`config.mk`:
```
export PLATFORM = sky130hd
export DESIGN_NAME = hid_keyboard_report_to_key_events_unit
export DESIGN_NICKNAME = d
export VERILOG_FILES = /design/src/rtl/hkb_pkg.sv /design/src/rtl/hkb_ctrl.sv /design/src/rtl/hkb_datapath.sv /design/src/rtl/hid_keyboard_report_to_key_events_unit.sv
export SDC_FILE = /design/constraint.sdc
export NUM_CORES = 1
export LEC_CHECK = 0
export ABC_CLOCK_PERIOD_IN_PS = 8150
export BUFFER_PORTS_ARGS = -buffer_cell sky130_fd_sc_hd__buf_2
export CAP_MARGIN = 20
export CORE_ASPECT_RATIO = 0.9
export CORE_MARGIN = 3
export CORE_UTILIZATION = 55
export CTS_BUF_LIST = sky130_fd_sc_hd__clkbuf_8
export DETAILED_ROUTE_END_ITERATION = 10
export PLACE_DENSITY = 0.71
export SLEW_MARGIN = 10
export SYNTH_ARGS = -nofsm -noshare
export SYNTH_HDL_FRONTEND = slang
export SYNTH_SLANG_ARGS = --single-unit
```
`constraint.sdc`:
```
create_clock -name clk -period 8.15 [get_ports clk]
set_input_delay 0.4075 -clock clk [delete_from_list [all_inputs] [get_ports clk]]
set_output_delay 0.4075 -clock clk [all_outputs]
set_load 0.005 [all_outputs]
```
`src/rtl/hkb_pkg.sv`:
```
// shared types and constants for the keyboard report decoder
// no dependencies
package hkb_pkg;

    localparam int KEY_SLOTS = 6;
    localparam int MOD_BITS = 8;
    localparam int QUEUE_DEPTH_DEF = 64;
    localparam logic [7:0] MIN_REAL_KEY = 8'h03;
    localparam logic [7:0] MOD_USAGE_BASE = 8'he0;

    localparam logic [1:0] MOD_CTRL = 2'd0;
    localparam logic [1:0] MOD_SHIFT = 2'd1;
    localparam logic [1:0] MOD_ALT = 2'd2;

    localparam logic ACT_REPORT = 1'b0;
    localparam logic ACT_READ = 1'b1;

    typedef logic [KEY_SLOTS-1:0][7:0] key_slots_t;

    typedef struct packed {
        logic       alt;
        logic       ctrl;
        logic       shift;
        logic       released;
        logic [7:0] usage;
    } event_t;

    typedef enum logic [2:0] {
        ST_IDLE,
        ST_MODS,
        ST_RELS,
        ST_PRESS,
        ST_READ
    } state_t;

    typedef struct packed {
        logic       load_report;
        logic       mod_step;
        logic       rel_step;
        logic       press_step;
        logic       finish;
        logic       mem_rd;
        logic       out_load;
        logic [2:0] step;
    } cmd_t;

    typedef struct packed {
        logic out_stall;
    } status_t;

endpackage

```
`src/rtl/hkb_ctrl.sv`:
```
// sequencer for report diffing steps and event reads
// depends on hkb_pkg
module hkb_ctrl
    import hkb_pkg::*;
(
    input  logic    clk,
    input  logic    rst_n,
    input  logic    in_valid,
    output logic    in_ready,
    input  logic    action,
    input  status_t status,
    output cmd_t    cmd
);

    localparam logic [2:0] LAST_MOD = 3'(MOD_BITS - 1);
    localparam logic [2:0] LAST_SLOT = 3'(KEY_SLOTS - 1);

    state_t     state_reg;
    state_t     state_next;
    logic [2:0] step_reg;
    logic [2:0] step_next;

    always_ff @(posedge clk or negedge rst_n)
    begin
        if (!rst_n)
        begin
            state_reg <= ST_IDLE;
            step_reg  <= 3'd0;
        end
        else
        begin
            state_reg <= state_next;
            step_reg  <= step_next;
        end
    end

    always_comb
    begin
        state_next = state_reg;
        step_next  = step_reg;
        cmd        = '0;
        cmd.step   = step_reg;
        in_ready   = 1'b0;
        case (state_reg)
            ST_IDLE:
            begin
                in_ready = 1'b1;
                if (in_valid)
                begin
                    if (action == ACT_REPORT)
                    begin
                        cmd.load_report = 1'b1;
                        state_next      = ST_MODS;
                        step_next       = 3'd0;
                    end
                    else
                    begin
                        cmd.mem_rd = 1'b1;
                        state_next = ST_READ;
                    end
                end
            end
            ST_MODS:
            begin
                cmd.mod_step = 1'b1;
                step_next    = step_reg + 3'd1;
                if (step_reg == LAST_MOD)
                begin
                    state_next = ST_RELS;
                    step_next  = 3'd0;
                end
            end
            ST_RELS:
            begin
                cmd.rel_step = 1'b1;
                step_next    = step_reg + 3'd1;
                if (step_reg == LAST_SLOT)
                begin
                    state_next = ST_PRESS;
                    step_next  = 3'd0;
                end
            end
            ST_PRESS:
            begin
                cmd.press_step = 1'b1;
                step_next      = step_reg + 3'd1;
                if (step_reg == LAST_SLOT)
                begin
                    cmd.finish = 1'b1;
                    state_next = ST_IDLE;
                    step_next  = 3'd0;
                end
            end
            ST_READ:
            begin
                if (!status.out_stall)
                begin
                    cmd.out_load = 1'b1;
                    state_next   = ST_IDLE;
                end
            end
            default:
            begin
                state_next = ST_IDLE;
                step_next  = 3'd0;
            end
        endcase
    end

    a_slot_step_bound: assert property (@(posedge clk) disable iff (!rst_n)
        (state_reg == ST_RELS || state_reg == ST_PRESS) |-> step_reg <= LAST_SLOT)
        else $error("slot step out of range");

    a_mods_complete: assert property (@(posedge clk) disable iff (!rst_n)
        (state_reg == ST_MODS && state_next == ST_RELS) |-> step_reg == LAST_MOD)
        else $error("left modifier phase early");

    a_read_holds: assert property (@(posedge clk) disable iff (!rst_n)
        (state_reg == ST_READ && status.out_stall) |=> state_reg == ST_READ)
        else $error("read result dropped while output stalled");

endmodule

```
`src/rtl/hkb_datapath.sv`:
```
// report history, held flags, event ring memory and output register
// depends on hkb_pkg
module hkb_datapath
    import hkb_pkg::*;
#(
    parameter int QUEUE_DEPTH = QUEUE_DEPTH_DEF
)
(
    input  logic       clk,
    input  logic       rst_n,
    input  cmd_t       cmd,
    output status_t    status,
    input  logic [7:0] modifier_bits,
    input  key_slots_t key_slots,
    output logic       out_valid,
    input  logic       out_ready,
    output logic       event_present,
    output event_t     event_out
);

    localparam int AW = $clog2(QUEUE_DEPTH);
    localparam logic [AW-1:0] LAST_IDX = AW'(QUEUE_DEPTH - 1);

    event_t        mem [QUEUE_DEPTH];
    event_t        rd_data_reg;
    logic          rd_empty_reg;

    logic [7:0]    prev_mod_reg;
    key_slots_t    prev_slots_reg;
    logic [7:0]    cur_mod_reg;
    key_slots_t    cur_slots_reg;
    logic          shift_reg;
    logic          ctrl_reg;
    logic          alt_reg;
    logic [AW-1:0] wr_idx_reg;
    logic [AW-1:0] rd_idx_reg;

    logic          out_valid_reg;
    logic          present_reg;
    event_t        event_reg;

    logic          mod_up;
    logic          mod_down;
    logic [7:0]    slot_key;
    key_slots_t    search_slots;
    logic          slot_hit;
    logic          wr_en;
    event_t        wr_event;

    // one modifier bit or one slot per step
    always_comb
    begin
        mod_up       = prev_mod_reg[cmd.step] & ~cur_mod_reg[cmd.step];
        mod_down     = cur_mod_reg[cmd.step] & ~prev_mod_reg[cmd.step];
        slot_key     = cmd.rel_step ? prev_slots_reg[cmd.step] : cur_slots_reg[cmd.step];
        search_slots = cmd.rel_step ? cur_slots_reg : prev_slots_reg;
        slot_hit     = 1'b0;
        for (int j = 0; j < KEY_SLOTS; j++)
        begin
            if (search_slots[j] == slot_key)
            begin
                slot_hit = 1'b1;
            end
        end
        wr_en    = 1'b0;
        wr_event = '0;
        if (cmd.mod_step)
        begin
            wr_en             = mod_up | mod_down;
            wr_event.usage    = MOD_USAGE_BASE | {5'd0, cmd.step};
            wr_event.released = mod_up;
        end
        else if (cmd.rel_step || cmd.press_step)
        begin
            wr_en             = (slot_key > MIN_REAL_KEY) && !slot_hit;
            wr_event.usage    = slot_key;
            wr_event.released = cmd.rel_step;
            wr_event.shift    = shift_reg;
            wr_event.ctrl     = ctrl_reg;
            wr_event.alt      = alt_reg;
        end
    end

    always_ff @(posedge clk)
    begin
        if (wr_en)
        begin
            mem[wr_idx_reg] <= wr_event;
        end
        if (cmd.mem_rd)
        begin
            rd_data_reg  <= mem[rd_idx_reg];
            rd_empty_reg <= (rd_idx_reg == wr_idx_reg);
        end
        if (cmd.load_report)
        begin
            cur_mod_reg   <= modifier_bits;
            cur_slots_reg <= key_slots;
        end
        if (cmd.out_load)
        begin
            present_reg <= !rd_empty_reg;
            event_reg   <= rd_empty_reg ? '0 : rd_data_reg;
        end
    end

    always_ff @(posedge clk or negedge rst_n)
    begin
        if (!rst_n)
        begin
            prev_mod_reg   <= '0;
            prev_slots_reg <= '0;
            shift_reg      <= 1'b0;
            ctrl_reg       <= 1'b0;
            alt_reg        <= 1'b0;
            wr_idx_reg     <= '0;
            rd_idx_reg     <= '0;
            out_valid_reg  <= 1'b0;
        end
        else
        begin
            if (cmd.mod_step && (mod_up || mod_down))
            begin
                case (cmd.step[1:0])
                    MOD_CTRL:  ctrl_reg  <= mod_down;
                    MOD_SHIFT: shift_reg <= mod_down;
                    MOD_ALT:   alt_reg   <= mod_down;
                    default:   ;
                endcase
            end
            if (wr_en)
            begin
                wr_idx_reg <= (wr_idx_reg == LAST_IDX) ? '0 : wr_idx_reg + 1'b1;
            end
            if (cmd.finish)
            begin
                prev_mod_reg   <= cur_mod_reg;
                prev_slots_reg <= cur_slots_reg;
            end
            if (cmd.out_load)
            begin
                out_valid_reg <= 1'b1;
                if (!rd_empty_reg)
                begin
                    rd_idx_reg <= (rd_idx_reg == LAST_IDX) ? '0 : rd_idx_reg + 1'b1;
                end
            end
            else if (out_ready)
            begin
                out_valid_reg <= 1'b0;
            end
        end
    end

    assign status.out_stall = out_valid_reg && !out_ready;
    assign out_valid        = out_valid_reg;
    assign event_present    = present_reg;
    assign event_out        = event_reg;

    a_pop_advances: assert property (@(posedge clk) disable iff (!rst_n)
        (cmd.out_load && !rd_empty_reg) |=> rd_idx_reg != $past(rd_idx_reg))
        else $error("read index did not advance on pop");

    a_empty_zero: assert property (@(posedge clk) disable iff (!rst_n)
        (out_valid_reg && !present_reg) |-> event_reg == '0)
        else $error("empty result carries data");

    a_no_write_on_read: assert property (@(posedge clk) disable iff (!rst_n)
        (cmd.mem_rd || cmd.out_load) |-> !wr_en)
        else $error("queue write during read");

endmodule

```
`src/rtl/hid_keyboard_report_to_key_events_unit.sv`:
```
// keyboard report decoder: report in, raw key events out of a ring queue
// report: accepted while idle, then 20 sequencer steps (8 modifier bits,
// 6 release slots, 6 press slots) with at most one queue write each; the next request is taken back in idle
// read: memory read on accept, result loaded once the output register is free.
// reset clears history, held flags, queue indexes and output valid;
// queue memory is not cleared, an empty read yields event_present low and a zero event
module hid_keyboard_report_to_key_events_unit
    import hkb_pkg::*;
#(
    parameter int QUEUE_DEPTH = QUEUE_DEPTH_DEF
)
(
    input  logic       clk,
    input  logic       rst_n,
    input  logic       in_valid,
    output logic       in_ready,
    input  logic       action,
    input  logic [7:0] modifier_bits,
    input  logic [7:0] key_slot_0,
    input  logic [7:0] key_slot_1,
    input  logic [7:0] key_slot_2,
    input  logic [7:0] key_slot_3,
    input  logic [7:0] key_slot_4,
    input  logic [7:0] key_slot_5,
    output logic       out_valid,
    input  logic       out_ready,
    output logic       event_present,
    output logic [7:0] key_usage,
    output logic       key_released,
    output logic       shift_held,
    output logic       ctrl_held,
    output logic       alt_held
);

    cmd_t       cmd;
    status_t    status;
    key_slots_t key_slots;
    event_t     event_out;

    assign key_slots = {key_slot_5, key_slot_4, key_slot_3,
                        key_slot_2, key_slot_1, key_slot_0};

    hkb_ctrl u_ctrl (
        .clk      (clk),
        .rst_n    (rst_n),
        .in_valid (in_valid),
        .in_ready (in_ready),
        .action   (action),
        .status   (status),
        .cmd      (cmd)
    );

    hkb_datapath #(
        .QUEUE_DEPTH (QUEUE_DEPTH)
    ) u_datapath (
        .clk           (clk),
        .rst_n         (rst_n),
        .cmd           (cmd),
        .status        (status),
        .modifier_bits (modifier_bits),
        .key_slots     (key_slots),
        .out_valid     (out_valid),
        .out_ready     (out_ready),
        .event_present (event_present),
        .event_out     (event_out)
    );

    assign key_usage    = event_out.usage;
    assign key_released = event_out.released;
    assign shift_held   = event_out.shift;
    assign ctrl_held    = event_out.ctrl;
    assign alt_held     = event_out.alt;

endmodule
```
==> flow_metrics.tcl <==
set metrics [dict create \
    die_area_mm2 0.0713 \
    period_share_pct 67.6 \
    layout_setup_ws_ps 2640 \
    max_freq_ghz 0.182 \
    fill_cells 4469 \
    finish.utilization_pct 63.2 \
    ant_nets 0 \
    muxShareOfSynthArea_pct 20.1 \
    start_util_pct 55.8 \
    grt_usage_pct 24.3 \
    slew-limit-headroom_pct 19.0 \
    grt_pass1_wl_um 125000 \
    grt_pass1_vias 18675 \
    slowest_stage "nor2_1" \
    clkLatencyLatePin_ps 780 \
    num_vias 18515 \
    path_cells "or3b_1 > mux4_2 > a211o_1 > xnor2_1 > nor4_1 > a22oi_1 > and4_1 > o211ai_2 > nor2_1" \
    worst_pin_slew_ps 1210 \
    synth-compound-area-share_pct 0.971 \
    path_clk_slew_ps 60 \
    synth_cell_types 50 \
    cp_max_fo 20 \
    cp.required_ps 8530 \
    critPathArrivalTime_ps 5890 \
    power_leakage_uw 0.0141 \
    root_buffer "clkbuf_8" \
    synth.most_common_cell "edfxtp_1" \
    worstSetupPathType "flip-flop to flip-flop" \
    drv_slew 0 \
    placedInstanceArea_mm2 0.0390 \
    holdBufCountCts 59 \
    synth-simple-area-share_pct 2.56 \
    hpwl_um 50200 \
    drt-pass1-iter-count 5 \
    avgSynthCellArea_um2 21.4 \
    max-cap-violations 0 \
    die_x_um 281 \
    grt_max_degree 121 \
    synth_xor_area_share_pct 1.35 \
    max-clock-path-buffers 3 \
    critPathBufInv 0 \
    synth.cell_area_mm2 0.0375 \
    io_buffers 75 \
    synth_top_family_by_area "multiplexers" \
    cts_resized 0 \
    yosys.area.top_type "edfxtp_1" \
    clock_skew_ps 31.1 \
    wl_um 84200 \
    cts_buffers 141 \
    power_uw 15100 \
    crit_path_start_kind "flip-flop" \
    synth-seq-cells 928 \
    cts_tree "done" \
    rsz0062_at_grt "false" \
    largest_reg_flops 768 \
    cts_setup_buffers 0 \
    cts.sinks 928 \
    layout-area-overhead-vs-synth_pct 13.2 \
    yosys_warnings 0 \
    outcome "complete, no violations" \
    slowest_delay_ps 1010 \
    pin_count 76 \
    dp_worst_setup_slack_ps 2610 \
    fin_nets 2059 \
    ir_drop_mv 0.296 \
    die_h_um 254 \
    p_per_area_mw_per_mm2 355 \
    grt-ovfl-total 0 \
    async_flop_share_pct 8.41 \
    antenna_found_initial 1 \
    period_needed_ps 5510 \
    gp_congestion 0.869 \
    via_per_inst 6.22 \
    setup_viol 0 \
    wire_per_inst_um 28.3 \
    drt_iter0_markers 2016 \
    postLayoutCellArea_mm2 0.0425 \
    drcViolationCount 0 \
    postSynthCellCount 1750 \
    synth_top_cell_area_share_pct 68.1 \
    synth-edff-count 850 \
    core-area_mm2 0.0672 \
    h-tree-depth 4 \
    hp-class "input port to flip-flop" \
    critPathCaptureType "flip-flop" \
    synth-adder-area-share_pct 0.300 \
    hold_viol 0 \
    ys_top_cells_by_count "850 x edfxtp_1, 279 x mux4_2, 78 x dfrtp_1" \
    row_count 90 \
    ys_seq_area_share_pct 73.3 \
    synth_ff_type "edfxtp_1" \
    timing.setup.tns_ps 0 \
    synthTopCellsByArea "edfxtp_1 68%, mux4_2 17%, dfrtp_1 5.2%" \
    syn-num-nets 1820 \
    drive_gt1_share_pct 34.0 \
    crit_family "simple AND/OR/NAND/NOR gates" \
]
worst paths after layout:
path	slack, ps	cells after the start	to	start
max	2640	9	u_datapath.mem[60][11]	u_ctrl.state_reg[2]
min	120	3	u_datapath.out_valid	out_ready
max reg2reg	2640	9	u_datapath.mem[60][11]	u_ctrl.state_reg[2]
min reg2reg	510	1	u_datapath.ctrl_reg	u_datapath.ctrl_reg
max in group asynchronous	7340	3	u_datapath.rd_idx_reg[2]	rst_n
min in group asynchronous	150	2	u_datapath.prev_slots_reg[32]	rst_n
report_power, final:
group	switching (uW)	internal (uW)	leakage, uW
clock network	1750	1800	0.00151
logic	2870	2090	0.00373
registers	368	6200	0.00884
layout by cell type, fill, tap and decap left out, drive strengths merged, types with 13 or more instances in the layout:
cell type    count
edfxtp         850
clkinv          44
mux2            67
mux4           279
dlygate4sd3     59
and2            14
nor2            56
dfrtp           78
inv             68
nand2           24
nor2b           13
buf            148
mux2i           51
clkbuf         149
nor3            39
xnor2           55
through the flow:
stage / std cells / hold slack, ps
final: 2977 / 117
after global routing: 2977 / 74.1
after CTS: 2952 / 72.5
after detailed placement: 2637 / 492
after global placement: 2634 / 482
after floorplan: 1750 / 112
cells by family after synthesis:
logic type / Yosys count
AOI/OAI and AO/OA: 42
buffers and inverters: 123
adders and majority gates: 9
and+or+nand+nor: 193
muxes: 397
xor gates and xnor gates: 58
DFF: 928
layer usage:
metal  track usage [%]  wire length [um]  vias to the layer above
met2              36.7             40100                      849
met3              5.17              6800                       86
met5                 0                 0                        -
met1              36.7             35900                     9839
met4              6.32              1380                        0
li1                  -                 -                     7741
area by class of cell:
type | count | area, um2 | share of cell area (%)
Inverter | 12 | 45.0 | 0.106
Sequential cell | 928 | 27500 | 64.7
Clock buffer | 149 | 2050 | 4.83
Multi-Input combinational cell | 699 | 9630 | 22.7
Antenna cell | 1 | 2.50 | 0.00589
Tap cell | 874 | 1090 | 2.58
Timing Repair Buffer | 207 | 1590 | 3.75
Clock inverter | 107 | 554 | 1.31
worst reg2reg max path, cell delays in order (launching register included):
cell	delay [ps]
dfrtp_1	880
or3b_1	610
mux4_2	410
a211o_1	500
xnor2_1	240
nor4_1	70
a22oi_1	240
and4_1	650
o211ai_2	500
nor2_1	1010
No activity file was read; power rests on OpenSTA's default activity.
